--- src/rtl/lir_pkg.sv ---
// lir_pkg: widths, constants and shared types of the linear resampler.
// No dependencies; used by every module of the block.
package lir_pkg;

	localparam int FRAC_BITS = 16;
	localparam int SAMPLE_W  = 16;
	localparam int STEP_W    = 22;
	localparam int OFF_W     = STEP_W + 1;
	localparam int DIFF_W    = SAMPLE_W + 1;
	localparam int DIGIT_W   = 4;
	localparam int N_DIGITS  = FRAC_BITS / DIGIT_W;
	localparam int DCNT_W    = (N_DIGITS > 1) ? $clog2(N_DIGITS) : 1;
	localparam int ACC_W     = DIFF_W + DIGIT_W + 1;
	localparam int HALF_CAP  = 32;
	localparam int K_W       = $clog2(HALF_CAP + 1);

	localparam int PADDR_W   = 3;
	localparam int PDATA_W   = 32;
	localparam int REG_PHASE_STEP = 0;
	localparam logic [STEP_W-1:0] PHASE_STEP_RST = STEP_W'(65536);

	localparam logic [OFF_W-1:0] ONE_Q = OFF_W'(1) << FRAC_BITS;

	typedef struct packed {
		logic                       start;
		logic signed [SAMPLE_W-1:0] a;
		logic signed [DIFF_W-1:0]   d;
		logic [FRAC_BITS-1:0]       c;
	} mul_req_t;

	typedef struct packed {
		logic                       done;
		logic signed [SAMPLE_W-1:0] y;
	} mul_rsp_t;

endpackage

--- src/rtl/lir_cfg.sv ---
// lir_cfg: APB-style register file holding the phase step.
// Depends on lir_pkg.
module lir_cfg (
	input  logic                            clk,
	input  logic                            arst_n,
	input  logic                            psel,
	input  logic                            penable,
	input  logic                            pwrite,
	input  logic [lir_pkg::PADDR_W-1:0]     paddr,
	input  logic [lir_pkg::PDATA_W-1:0]     pwdata,
	output logic [lir_pkg::PDATA_W-1:0]     prdata,
	output logic                            pready,
	output logic [lir_pkg::STEP_W-1:0]      phase_step
);

	logic [lir_pkg::STEP_W-1:0] step_q;
	logic                       sel_step;

	assign sel_step = (paddr == lir_pkg::PADDR_W'(lir_pkg::REG_PHASE_STEP * 4));
	assign pready = 1'b1;

	always_ff @(posedge clk or negedge arst_n) begin
		if (!arst_n) begin
			step_q <= lir_pkg::PHASE_STEP_RST;
		end else if (psel && penable && pwrite && sel_step) begin
			step_q <= pwdata[lir_pkg::STEP_W-1:0];
		end
	end

	assign prdata = sel_step ? lir_pkg::PDATA_W'(step_q) : '0;
	assign phase_step = step_q;

endmodule

--- src/rtl/lir_dsmul.sv ---
// lir_dsmul: digit-serial interpolator, a + c*d over 2^FRAC_BITS truncated to zero.
// Consumes the fraction c one digit per cycle, LSB first. Depends on lir_pkg.
module lir_dsmul (
	input  logic              clk,
	input  logic              arst_n,
	input  lir_pkg::mul_req_t req,
	output lir_pkg::mul_rsp_t rsp
);

	logic                                busy_q;
	logic                                done_q;
	logic [lir_pkg::DCNT_W-1:0]          cnt_q;
	logic [lir_pkg::FRAC_BITS-1:0]       c_q;
	logic signed [lir_pkg::SAMPLE_W-1:0] a_q;
	logic signed [lir_pkg::DIFF_W-1:0]   d_q;
	logic signed [lir_pkg::ACC_W-1:0]    acc_q;
	logic                                nz_q;

	logic signed [lir_pkg::ACC_W-1:0]    pp;
	logic signed [lir_pkg::ACC_W-1:0]    sum;
	logic signed [lir_pkg::ACC_W-1:0]    s;
	logic signed [lir_pkg::ACC_W-1:0]    s_fix;

	assign pp  = lir_pkg::ACC_W'(d_q) *
		lir_pkg::ACC_W'($signed({1'b0, c_q[lir_pkg::DIGIT_W-1:0]}));
	assign sum = acc_q + pp;

	always_ff @(posedge clk or negedge arst_n) begin
		if (!arst_n) begin
			busy_q <= 1'b0;
			done_q <= 1'b0;
			cnt_q  <= '0;
		end else begin
			done_q <= 1'b0;
			if (req.start) begin
				busy_q <= 1'b1;
				cnt_q  <= '0;
			end else if (busy_q) begin
				cnt_q <= cnt_q + 1'b1;
				if (cnt_q == lir_pkg::DCNT_W'(lir_pkg::N_DIGITS - 1)) begin
					busy_q <= 1'b0;
					done_q <= 1'b1;
				end
			end
		end
	end

	always_ff @(posedge clk) begin
		if (req.start) begin
			a_q   <= req.a;
			d_q   <= req.d;
			c_q   <= req.c;
			acc_q <= '0;
			nz_q  <= 1'b0;
		end else if (busy_q) begin
			acc_q <= sum >>> lir_pkg::DIGIT_W;
			nz_q  <= nz_q | (|sum[lir_pkg::DIGIT_W-1:0]);
			c_q   <= c_q >> lir_pkg::DIGIT_W;
		end
	end

	// floor result plus one when negative with a nonzero fraction
	assign s     = lir_pkg::ACC_W'(a_q) + acc_q;
	assign s_fix = s + lir_pkg::ACC_W'($signed({1'b0, s[lir_pkg::ACC_W-1] & nz_q}));

	assign rsp.done = done_q;
	assign rsp.y    = s_fix[lir_pkg::SAMPLE_W-1:0];

endmodule

--- src/rtl/linear_interp_resampler.sv ---
// linear_interp_resampler: top level, segment sequencer and output register.
// Depends on lir_pkg, lir_cfg and lir_dsmul.
//
// Input words (in_sample, is_last) are taken on in_valid with in_stall low;
// result words (out_sample, run_end) leave on out_valid with out_stall low.
// The phase step sits at APB byte address 0, reset value 1.0 in Q6.16.
// One input word is worked at a time. Each position inside the segment passes
// a check, the digit steps and result of the serial multiplier (16-bit
// fraction, 4 bits a cycle) and a write-back; a tail position after the last
// word passes a check and a write-back. An input word keeps in_stall high
// until its results, and the tail results when it is marked last, have left
// the sequencer.
// Each result is held one step so run_end can be set on the final one; it
// reaches the output register when the next result is ready or the word ends.
// The final result may still wait in the output register while the next input
// word is taken. A stall on the output freezes the sequencer once a held result
// must move to the output register, and holds the output word unchanged.
// Reset clears the stream state and the output valid flag and sets the step to 1.0.
module linear_interp_resampler (
	input  logic                                clk,
	input  logic                                arst_n,
	input  logic                                in_valid,
	output logic                                in_stall,
	input  logic signed [lir_pkg::SAMPLE_W-1:0] in_sample,
	input  logic                                is_last,
	output logic                                out_valid,
	input  logic                                out_stall,
	output logic signed [lir_pkg::SAMPLE_W-1:0] out_sample,
	output logic                                run_end,
	input  logic                                psel,
	input  logic                                penable,
	input  logic                                pwrite,
	input  logic [lir_pkg::PADDR_W-1:0]         paddr,
	input  logic [lir_pkg::PDATA_W-1:0]         pwdata,
	output logic [lir_pkg::PDATA_W-1:0]         prdata,
	output logic                                pready
);

	typedef enum logic [5:0] {
		S_IDLE = 6'b000001,
		S_SEG  = 6'b000010,
		S_MUL  = 6'b000100,
		S_PUT  = 6'b001000,
		S_TAIL = 6'b010000,
		S_FIN  = 6'b100000
	} state_t;

	state_t                              state_q;
	logic [lir_pkg::STEP_W-1:0]          phase_step;
	logic signed [lir_pkg::SAMPLE_W-1:0] prev_q;
	logic                                have_q;
	logic [lir_pkg::OFF_W-1:0]           off_q;
	logic signed [lir_pkg::SAMPLE_W-1:0] cur_q;
	logic                                last_q;
	logic                                tail_q;
	logic [lir_pkg::K_W-1:0]             k_q;
	logic signed [lir_pkg::SAMPLE_W-1:0] res_q;
	logic signed [lir_pkg::SAMPLE_W-1:0] pend_q;
	logic                                pend_v_q;
	logic                                out_valid_q;
	logic signed [lir_pkg::SAMPLE_W-1:0] out_sample_q;
	logic                                run_end_q;

	lir_pkg::mul_req_t                   mreq;
	lir_pkg::mul_rsp_t                   mrsp;
	logic                                in_seg;
	logic                                room;
	logic                                out_free;

	lir_cfg u_cfg (
		.clk        (clk),
		.arst_n     (arst_n),
		.psel       (psel),
		.penable    (penable),
		.pwrite     (pwrite),
		.paddr      (paddr),
		.pwdata     (pwdata),
		.prdata     (prdata),
		.pready     (pready),
		.phase_step (phase_step)
	);

	lir_dsmul u_mul (
		.clk    (clk),
		.arst_n (arst_n),
		.req    (mreq),
		.rsp    (mrsp)
	);

	assign in_seg   = off_q < lir_pkg::ONE_Q;
	assign room     = k_q < lir_pkg::K_W'(lir_pkg::HALF_CAP);
	assign out_free = !out_valid_q || !out_stall;

	always_comb begin
		mreq.start = (state_q == S_SEG) && have_q && in_seg && room;
		mreq.a     = prev_q;
		mreq.d     = lir_pkg::DIFF_W'(cur_q) - lir_pkg::DIFF_W'(prev_q);
		mreq.c     = off_q[lir_pkg::FRAC_BITS-1:0];
	end

	always_ff @(posedge clk or negedge arst_n) begin
		if (!arst_n) begin
			state_q     <= S_IDLE;
			prev_q      <= '0;
			have_q      <= 1'b0;
			off_q       <= '0;
			tail_q      <= 1'b0;
			k_q         <= '0;
			pend_v_q    <= 1'b0;
			out_valid_q <= 1'b0;
		end else begin
			if (out_valid_q && !out_stall)
				out_valid_q <= 1'b0;
			case (state_q)
				S_IDLE: begin
					if (in_valid) begin
						k_q     <= '0;
						tail_q  <= 1'b0;
						state_q <= S_SEG;
					end
				end
				S_SEG: begin
					if (have_q && in_seg && room) begin
						state_q <= S_MUL;
					end else begin
						// clamp a capped segment to its end, then rebase
						off_q  <= in_seg ? '0 : off_q - lir_pkg::ONE_Q;
						prev_q <= cur_q;
						have_q <= 1'b1;
						if (last_q) begin
							tail_q  <= 1'b1;
							k_q     <= '0;
							state_q <= S_TAIL;
						end else begin
							state_q <= S_FIN;
						end
					end
				end
				S_MUL: begin
					if (mrsp.done)
						state_q <= S_PUT;
				end
				S_PUT: begin
					if (!pend_v_q || out_free) begin
						if (pend_v_q) begin
							out_valid_q <= 1'b1;
						end
						pend_v_q <= 1'b1;
						off_q    <= off_q + lir_pkg::OFF_W'(phase_step);
						k_q      <= k_q + 1'b1;
						state_q  <= tail_q ? S_TAIL : S_SEG;
					end
				end
				S_TAIL: begin
					if (in_seg && room) begin
						state_q <= S_PUT;
					end else begin
						prev_q  <= '0;
						have_q  <= 1'b0;
						off_q   <= '0;
						state_q <= S_FIN;
					end
				end
				S_FIN: begin
					if (!pend_v_q) begin
						state_q <= S_IDLE;
					end else if (out_free) begin
						out_valid_q <= 1'b1;
						pend_v_q    <= 1'b0;
						state_q     <= S_IDLE;
					end
				end
				default: state_q <= S_IDLE;
			endcase
		end
	end

	always_ff @(posedge clk) begin
		if (state_q == S_IDLE && in_valid) begin
			cur_q  <= in_sample;
			last_q <= is_last;
		end
		if (state_q == S_MUL && mrsp.done)
			res_q <= mrsp.y;
		if (state_q == S_TAIL)
			res_q <= cur_q;
		if (state_q == S_PUT && (!pend_v_q || out_free)) begin
			pend_q <= res_q;
			if (pend_v_q) begin
				out_sample_q <= pend_q;
				run_end_q    <= 1'b0;
			end
		end
		if (state_q == S_FIN && pend_v_q && out_free) begin
			out_sample_q <= pend_q;
			run_end_q    <= 1'b1;
		end
	end

	assign in_stall   = (state_q != S_IDLE);
	assign out_valid  = out_valid_q;
	assign out_sample = out_sample_q;
	assign run_end    = run_end_q;

endmodule

--- config.mk ---
export PLATFORM = sky130hd
export DESIGN_NAME = linear_interp_resampler
export DESIGN_NICKNAME = d
export VERILOG_FILES = /design/src/rtl/lir_pkg.sv /design/src/rtl/lir_cfg.sv /design/src/rtl/lir_dsmul.sv /design/src/rtl/linear_interp_resampler.sv
export SDC_FILE = /design/constraint.sdc
export NUM_CORES = 1
export LEC_CHECK = 0
export BUFFER_PORTS_ARGS = -buffer_cell sky130_fd_sc_hd__buf_2
export CAP_MARGIN = 20
export CORE_UTILIZATION = 49
export DETAILED_ROUTE_END_ITERATION = 6
export PLACE_DENSITY = 0.67
export REMOVE_ABC_BUFFERS = 1
export SLEW_MARGIN = 15
export SYNTH_ARGS = -nofsm -noshare
export SYNTH_HDL_FRONTEND = slang
export SYNTH_SLANG_ARGS = --single-unit
--- constraint.sdc ---
create_clock -name clk -period 9.9 [get_ports clk]
set_input_delay 0.495 -clock clk [delete_from_list [all_inputs] [get_ports clk]]
set_output_delay 0.495 -clock clk [all_outputs]
set_load 0.02 [all_outputs]
==> flow_summary.ini, run 1 <==
[status]
status = complete, no violations

[critical_path]
cp-startpoint = u_mul.c_q[1]
crit_type = flop to flop
endpoint = u_mul.acc_q[16]
r2r-end = u_mul.acc_q[16]
r2r_start = u_mul.c_q[1]
slowest_delay_ns = 0.75
arrival_ns = 5.47
r2r_setup_slack_ns = 4.83
cp-end-kind = flop
critPathRequiredTime_ns = 10.29
crit_slowest_cell = edfxtp_1
crit_fanout = 17
worst_r2r_path_depth = 16
path_cells = nand2_1, fa_1, inv_1, ha_1, fa_1, fa_1, a21o_1, a21oi_2, o21bai_2, a2111oi_4, o41ai_2, a2111oi_2, o31ai_1, xor2_1, mux2i_1, nor2_1
worst_setup_path_start_kind = flop
cpMostUsedCell = fa_1

[floorplan]
fp.dieH_um = 169.5
dieArea_um2 = 28720
die_x_um = 169.5
pin_count = 111
start_util_pct = 50.43
coreArea_um2 = 27250
rows = 60

[worst_hold_path]
min_path_type = input port to flop
hold_path_startpoint = in_sample[13]

[layout]
multi_input_area_um2 = 7216
drive_gt1_share_pct = 12.35
finalNetCount = 1666
fillers = 2353
post-route-cell-area_um2 = 15430
area_growth_pct = 12.28
ff_latch_area_um2 = 5853

[sta]
slew_viol_final = 0
fin_tns_setup_ns = 0
finalClockSkew_ns = 0.01400
setup_viol = 0
final.period_utilization_pct = 51.26
clock.fmax_ghz = 0.1971
hold_violations = 0
hold_slack_ns = 0.1563
layout_setup_ws_ns = 4.825
layout_min_cycle_time_ns = 5.075
worstMarginPinSlew_ns = 0.9834
rsz0062_at_grt = no
timing.slew.headroom_pct = 34.44

[drt]
dr.pass1.iters = 6
drt_wl_total_mm = 27.64
ant_nets = 0
via_per_inst = 5.271
dr.first_iter.drc_count = 437
drc_errors = 0
routedWlPerCell_um = 15.03
num_vias = 9693

[global_route]
grt_pass1_wl_mm = 45.64
overflow = 0
grt_max_degree = 82
grt_usage_pct = 19.62
antenna_found_initial = 1
grt_pass1_vias = 9459

[placed_design]
placement.io_buffers = 89
place_ws_ns = 4.775
placed_cell_area_um2 = 14550
gp_congestion = 0.8213
post-dp-hpwl_mm = 20.76

[synth]
syn-cell-area_um2 = 13740
yosysSeqAreaShare_pct = 42.59
yosysUniqueCellTypes = 73
synthTopCellsByArea = edfxtp_1 (25%), dfrtp_1 (14%), ha_1 (9.5%), fa_1 (8.0%), nand2_1 (4.7%)
ys_top_cells_by_count = nand2_1 (172), inv_1 (143), edfxtp_1 (114), ha_1 (104), o21ai_0 (91)
yosys.cell_count.top_type = nand2_1
synth_seq_cells = 215
yosys.area.top_type = edfxtp_1
yosys_warnings = 0
synthArstFlopShare_pct = 37.67
dominantRegCellSynth = edfxtp_1
avgSynthCellArea_um2 = 10.13
netlist_instances = 1357
synth_top_area_share_pct = 24.91
synth_edf_count = 114

[cts]
clk_latency_ns = 0.52
h-tree-depth = 1
clkSinkCount = 215
cts-buffers-inserted = 24
clockRootBuffer = clkbuf_16
tritoncts = done
clock_path_buffers = 3
cts_resized = 0
clk_pin_slew_ns = 0.06

[pwr]
ir_drop_mv = 0.1188
power_leakage_nw = 7.036
powerDensity_nw_per_um2 = 240.3
power_mw = 3.708

[flow_run]
maxCapViolCount = 0
## logic make-up (layout without fill, tap and decap cells)
family | count (synthesis) | count (layout) | synth area share [%]
AOI/OAI and AO/OA | 267 | 267 | 12.26
xor gates and xnor gates | 70 | 70 | 4.461
adders and majority gates | 159 | 159 | 17.48
buffers and inverters | 188 | 288 | 5.436
DFF | 215 | 215 | 42.59
muxes | 36 | 36 | 2.823
other | 2 | 12 | 0.05465
and+or+nand+nor | 420 | 420 | 14.89
## repair_timing
| action | 4_1_cts | 5_1_grt |
|---|---|---|
| hold endpoints to repair | 0 | 31 |
| hold buffers | 0 | 1 |
| buffers inserted | 0 | 0 |
## metrics by stage
step / instances / util [%]
floorplan: 1323 / -
global placement: 1789 / 53.39
detailed placement: 1789 / 53.39
CTS: 1833 / 56.24
global route: 1838 / 56.61
finish: 1839 / 56.62
## sequential cells by signal, summed over array words and instances, names as in the netlist, 16 cells and up
register and cells:
off_q 23, u_cfg.phase_step 22, u_mul.acc_q 18, u_mul.d_q 17, cur_q 16, out_sample 16
pend_q 16, prev_q 16, res_q 16, u_mul.a_q 16, u_mul.c_q 16
## worst max-delay path, delay by kind of cell (launching register included)
| kind | cells | cell delay [ns] |
|---|---|---|
| adder cells (fa/ha/maj) | 4 | 1.87 |
| AO/OA/AOI/OAI | 7 | 1.71 |
| flip-flops | 1 | 0.75 |
| AND/OR/NAND/NOR | 2 | 0.21 |
| XOR/XNOR | 1 | 0.18 |
| multiplexers | 1 | 0.16 |
| buffers and inverters | 1 | 0.04 |
## layout by cell type (no fill, tap or decap), types with 11 or more instances in the layout
cell type    n
o21a_1      11
clkbuf_16   25
fa_1        55
ha_1       104
conb_1      11
nor2b_1     12
nand2b_1    11
edfxtp_1   114
nor3_1      15
inv_1      143
mux2_2      22
mux2i_1     14
dfrtp_1     79
o21ai_0     90
a21o_1      27
dfxtp_1     20
a21oi_1     66
buf_2       88
xor2_1      30
and2_1      70
nand2_1    172
nand3_1     17
xnor2_1     40
nor2_1      68
## worst min path at each step
stage | endpoint | cells after the start
2_1_floorplan | have_q | 0
3_3_place_gp | pend_q[1] | 0
3_5_place_dp | out_sample[0] | 0
4_1_cts | cur_q[13] | 1
5_1_grt | cur_q[10] | 1
6_report | cur_q[13] | 1
## report_power, final
| part | switching [mW] | internal, mW |
|---|---|---|
| logic | 0.894 | 0.679 |
| registers | 0.135 | 1.13 |
| clock network | 0.359 | 0.513 |
| total | 1.39 | 2.32 |
## final cells by class
| cell class | instances | area share (%) |
|---|---|---|
| Multi-Input combinational cell | 963 | 46.76 |
| Sequential cell | 215 | 37.93 |
| Clock buffer | 33 | 4.444 |
| Timing Repair Buffer | 99 | 3.714 |
| Inverter | 145 | 3.527 |
| Tap cell | 372 | 3.017 |
| Clock inverter | 11 | 0.5838 |
| Antenna cell | 1 | 0.01622 |
## routing by layer
metal	share of wire [%]	global-route usage, %	vias to the layer above
met5	0	0	-
met3	3.6	2.449	38
met4	1.6	3.956	0
li1	-	-	4829
met2	51	35.91	168
met1	44	24.81	4658
Note: power is estimated with default switching activity, not from simulation.
==> inputs of run 2 (changes only) <==
--- a/config.mk
+++ b/config.mk
@@ -9,7 +9,7 @@
 export CAP_MARGIN = 20
 export CORE_UTILIZATION = 49
 export DETAILED_ROUTE_END_ITERATION = 6
-export PLACE_DENSITY = 0.67
+export PLACE_DENSITY = 0.7
 export REMOVE_ABC_BUFFERS = 1
 export SLEW_MARGIN = 15
 export SYNTH_ARGS = -nofsm -noshare
==> constraint.sdc (replaced) <==
create_clock -name clk -period 4.3 [get_ports clk]
set_input_delay 0.215 -clock clk [delete_from_list [all_inputs] [get_ports clk]]
set_output_delay 0.215 -clock clk [all_outputs]
set_load 0.02 [all_outputs]
==> run 2 against run 1 <==
Total power grew 150%; via count grew 5.3%; cell count grew 5.2%; clock skew shrank 0.0030 ns; clock power grew 150%; combinational power grew to 2.7 times the previous value; sequential cell count is the same; cell area grew 6.9%; die area is the same; worst setup slack lost 4.8 ns; sequential share of layout area shrank 2.5 points.
==> flow_summary.ini, run 2 (synthesized netlist as in run 1, its figures left out) <==
[pwr]
clkPwrFrac_pct = 23.1
switching_share_pct = 37.30
comb_power_share_pct = 46.0
p_int_mw = 5.808
switching_power_mw = 3.455
ir_drop_mv = 0.3635
power_leakage_nw = 7.519
p_seq_share_pct = 30.9
powerDensity_nw_per_um2 = 561.5

[layout]
final_common_cell = nand2_1
fillers = 2205
finalNetCount = 1763
ff_latch_area_um2 = 5853
stdcell_count = 1934
area_growth_pct = 20.05
utilization_pct = 60.54
diodes = 0
regMostFlops = off_q
multi_input_area_um2 = 7430
mostFrequentLayoutCells = nand2_1 (169), inv_1 (139), edfxtp_1 (114)
post-route-cell-area_um2 = 16500
drive_gt1_share_pct = 17.35
largest_register_ff_count = 23

[cts]
clock_path_buffers = 3
clockRootBuffer = clkbuf_16
clk_pin_slew_ns = 0.07
clkSinkCount = 215
cts-buffers-inserted = 24
tritoncts = done
clk_latency_ns = 0.52
h-tree-depth = 1

[floorplan]
rows = 60
dieArea_um2 = 28720
coreArea_um2 = 27250
pin_count = 111
die_x_um = 169.5
fp.dieH_um = 169.5
start_util_pct = 50.43

[drt]
num_vias = 10200
dr.first_iter.drc_count = 634
drc_errors = 0
drt_wl_total_mm = 29.77
dr.pass1.iters = 5
via_per_inst = 5.276
routedWlPerCell_um = 15.39
ant_nets = 0

[placed_design]
placement.io_buffers = 89
placed_cell_area_um2 = 14910
dp.cells = 1838
gp_congestion = 0.8250
post-dp-hpwl_mm = 21.31

[worst_hold_path]
min_path_type = input port to flop
hold_path_startpoint = in_valid
hold_depth = 4
worst_hold_path.endpoint = state_q[0]

[sta]
hold_violations = 0
clock.fmax_ghz = 0.2349
worstMarginPinSlew_ns = 0.9914
layout_min_cycle_time_ns = 4.257
rsz0062_at_grt = yes
setup_viol = 0
slew_viol_final = 0
finalClockSkew_ns = 0.01102
fin_tns_setup_ns = 0
final.period_utilization_pct = 99.00
timing.slew.headroom_pct = 33.91

[critical_path]
cp-startpoint = u_mul.c_q[1]
arrival_ns = 4.65
crit_type = flop to flop
worst_setup_path_start_kind = flop
crit_fanout = 8
r2r_start = u_mul.c_q[1]
worst_r2r_path_depth = 17
cp-end-kind = flop
critPathRequiredTime_ns = 4.69
r2r-end = u_mul.acc_q[14]
r2r_setup_slack_ns = 0.04

[global_route]
grt_usage_pct = 21.16
grt_pass1_vias = 10180
antenna_found_initial = 0
grt_pass1_wl_mm = 48.99
overflow = 0
grt_max_degree = 82

[flow_run]
maxCapViolCount = 0

[status]
status = complete, no violations
[run 2: worst max path at each step]
| stage | end | slack (ns) | cells past startpoint |
|---|---|---|---|
| 6_report | u_mul.acc_q[14] | 0.04 | 17 |
| 3_5_place_dp | u_mul.acc_q[14] | -0.35 | 17 |
| 3_3_place_gp | u_mul.acc_q[14] | -0.24 | 17 |
| 2_1_floorplan | u_mul.acc_q[14] | -0.24 | 16 |
| 4_1_cts | u_mul.acc_q[14] | 0.02 | 17 |
| 5_1_grt | u_mul.acc_q[14] | -0.14 | 17 |
[run 2: cell type report]
| cell class | count | share of cell area [%] |
|---|---|---|
| Sequential cell | 215 | 35.48 |
| Timing Repair Buffer | 196 | 8.373 |
| Clock buffer | 29 | 4.073 |
| Multi-Input combinational cell | 963 | 45.04 |
| Clock inverter | 14 | 0.9177 |
| Inverter | 145 | 3.299 |
| Tap cell | 372 | 2.821 |
[run 2: what timing repair did]
action / CTS / global route
buffers inserted: 6 / 4
endpoints found under the setup margin: 8 / 18
hold endpoints to repair: 119 / 0
hold buffers: 41 / 0
resized for setup: 14 / 37
pin swaps: 18 / 14
[run 2: through the flow]
| step | hold WS [ns] | worst slack [ns] | power, mW |
|---|---|---|---|
| 2_1_floorplan | -0.08059 | -0.2413 | 5.711 |
| 3_3_place_gp | 0.3924 | -0.2371 | 6.638 |
| 3_5_place_dp | 0.3931 | -0.3509 | 6.754 |
| 4_1_cts | 0.1762 | 0.01792 | 9.057 |
| 5_1_grt | 0.2306 | -0.1417 | 9.954 |
| 6_report | 0.2048 | 0.04307 | 9.263 |
[run 2: worst max-delay path, cell delays in order (launching register included)]
cell       delay, ns
edfxtp_1        0.34
buf_6           0.13
nand2_1         0.08
fa_1            0.52
inv_1           0.05
ha_1            0.30
fa_1            0.50
fa_2            0.41
a21o_1          0.19
a21oi_4         0.16
o21bai_4        0.10
a2111oi_4       0.37
o41ai_4         0.13
a2111oi_4       0.38
nor2_1          0.10
a21oi_2         0.15
xor2_1          0.16
o22ai_1         0.08
[run 2: layer usage]
metal | vias up | routed length [um] | track usage, %
met5 | - | 0 | 0
met4 | 0 | 949 | 6.972
met3 | 58 | 1022 | 2.402
met2 | 235 | 14810 | 38.13
met1 | 4901 | 12990 | 26.37
li1 | 5009 | - | -
[run 2: power by group through the flow]
stage / clock network (mW) / registers (mW) / logic, mW
global placement: 0 / 2.89 / 3.74
global route: 2.25 / 2.90 / 4.81
detailed placement: 0 / 2.90 / 3.85
finish: 2.14 / 2.87 / 4.26
CTS: 2.17 / 2.86 / 4.02
floorplan: 0 / 2.84 / 2.87
==> inputs of run 3 (changes only) <==
--- a/config.mk
+++ b/config.mk
@@ -7,9 +7,10 @@
 export LEC_CHECK = 0
 export BUFFER_PORTS_ARGS = -buffer_cell sky130_fd_sc_hd__buf_2
 export CAP_MARGIN = 20
-export CORE_UTILIZATION = 49
+export CORE_UTILIZATION = 45
 export DETAILED_ROUTE_END_ITERATION = 6
-export PLACE_DENSITY = 0.7
+export HOLD_SLACK_MARGIN = 0.03
+export PLACE_DENSITY = 0.65
 export REMOVE_ABC_BUFFERS = 1
 export SLEW_MARGIN = 15
 export SYNTH_ARGS = -nofsm -noshare
==> run 3 against run 2 <==
The run now ends with setup timing left; critical path depth is the same; clock power shrank 3%; via count shrank 0.78%; worst setup slack lost 0.070 ns; sequential cell count is the same.
==> flow_summary.ini, run 3 (synthesized netlist as in run 1, its figures left out) <==
[drt]
drc_errors = 0
drt_wl_total_mm = 29.38
via_per_inst = 5.165
num_vias = 10120
dr.first_iter.drc_count = 456
routedWlPerCell_um = 14.99
dr.pass1.iters = 7
ant_nets = 0

[cts]
clk_pin_slew_ns = 0.06
clk_latency_ns = 0.53
clkSinkCount = 215
h-tree-depth = 1
clockRootBuffer = clkbuf_16
tritoncts = done
clock_path_buffers = 3
cts-buffers-inserted = 25

[layout]
area_growth_pct = 20.13
ff_latch_area_um2 = 5853
mostFrequentLayoutCells = nand2_1 (172), inv_1 (141), edfxtp_1 (114)
fillers = 2604
multi_input_area_um2 = 7395
finalNetCount = 1770
diodes = 0
largest_register_ff_count = 23
stdcell_count = 1960
regMostFlops = off_q
final_common_cell = nand2_1
drive_gt1_share_pct = 17.32

[sta]
layout_setup_ws_ns = -0.02699
clock.fmax_ghz = 0.2311
rsz0062_at_grt = yes
final.period_utilization_pct = 100.6
finalClockSkew_ns = 0.02158
hold_violations = 0
worstMarginPinSlew_ns = 1.013
timing.slew.headroom_pct = 32.49
setup_viol = 1
layout_min_cycle_time_ns = 4.327
slew_viol_final = 0

[placed_design]
dp.cells = 1863
post-dp-hpwl_mm = 21.77
place_ws_ns = -0.2718
gp_congestion = 0.8389
placement.io_buffers = 89

[floorplan]
coreArea_um2 = 29870
start_util_pct = 46.00
pin_count = 111
fp.dieH_um = 176.8
rows = 63
dieArea_um2 = 31240
die_x_um = 176.8

[pwr]
ir_drop_mv = 0.3643
powerDensity_nw_per_um2 = 553.9
power_leakage_nw = 7.534

[global_route]
grt_pass1_wl_mm = 48.24
antenna_found_initial = 0
grt_pass1_vias = 9929
grt_max_degree = 82
overflow = 0
grt_usage_pct = 19.19

[critical_path]
path_cells = buf_6, nand2_1, fa_1, inv_1, fa_1, inv_1, fa_1, inv_1, ha_1, buf_4, a2111oi_4, o41ai_4, a2111oi_4, nor2_1, a21oi_1, xor2_1, o22ai_1
slowest_delay_ns = 0.52
arrival_ns = 4.73
cp_top_family = adder cells
crit_fanout = 8
worst_setup_path_start_kind = flop
crit_type = flop to flop
critPathRequiredTime_ns = 4.71
crit_buf_inv = 5
cp-end-kind = flop
r2r_setup_slack_ns = -0.03
crit_slowest_cell = fa_1

[flow_run]
maxCapViolCount = 0

[status]
status = finished, violations left
violations = setup timing

[worst_hold_path]
min_path_type = input port to flop
## run 3: final timing paths
path | start | endpoint | depth (start not counted)
max | u_mul.c_q[0] | u_mul.acc_q[14] | 17
max reg2reg | u_mul.c_q[0] | u_mul.acc_q[14] | 17
min in group asynchronous | arst_n | u_cfg.phase_step[20] | 2
min | in_valid | state_q[0] | 4
max in group asynchronous | arst_n | state_q[0] | 3
min reg2reg | res_q[0] | pend_q[0] | 0
## run 3: through the flow
step / hold slack [ns] / instance area [um^2] / util [%] / power, mW / TNS (ns)
finish: 0.1605 / 16510 / 55.26 / 9.145 / -0.02699
floorplan: -0.08059 / 13570 / - / 5.711 / -0.4726
global route: 0.1808 / 16510 / 55.26 / 9.895 / -0.7791
detailed placement: 0.3937 / 14990 / 50.19 / 6.797 / -0.8867
CTS: 0.1393 / 16260 / 54.42 / 8.989 / -0.04909
global placement: 0.3922 / 14980 / 50.14 / 6.699 / -0.4644
## run 3: layer usage
metal	up-vias	routed length, um	track usage (%)
li1	5036	-	-
met1	4865	12960	24.15
met2	178	14640	34.12
met3	44	1131	2.814
met4	0	658	5.280
met5	-	0	0
## run 3: layout make-up
cell class                      instances  area share (%)
Clock inverter                         18          0.9626
Tap cell                              390           2.956
Multi-Input combinational cell        963           44.79
Clock buffer                           27           3.896
Sequential cell                       215           35.46
Timing Repair Buffer                  202           8.640
Inverter                              145           3.297
## run 3: report_power, final
group	internal, mW	switching, mW	total, mW
Clock	1.21	0.861	2.07
Sequential	2.60	0.266	2.87
Combinational	1.91	2.30	4.21
Total	5.72	3.43	9.14
## run 3: repair_timing
| item | in CTS | in global routing |
|---|---|---|
| endpoints found under the hold margin | 119 | 0 |
| setup buffers | 2 | 7 |
| gates resized for setup | 6 | 30 |
| pin swaps | 6 | 19 |
| hold buffers | 41 | 0 |
| setup endpoints to repair | 11 | 17 |
## run 3: worst register-to-register path, cell delays in order (launching register included)
cell and delay (ns):
edfxtp_1 0.46, buf_6 0.17, nand2_1 0.07, fa_1 0.48
inv_1 0.05, fa_1 0.47, inv_1 0.05, fa_1 0.52
inv_1 0.04, ha_1 0.30, buf_4 0.16, a2111oi_4 0.43
o41ai_4 0.13, a2111oi_4 0.36, nor2_1 0.09, a21oi_1 0.17
xor2_1 0.16, o22ai_1 0.09
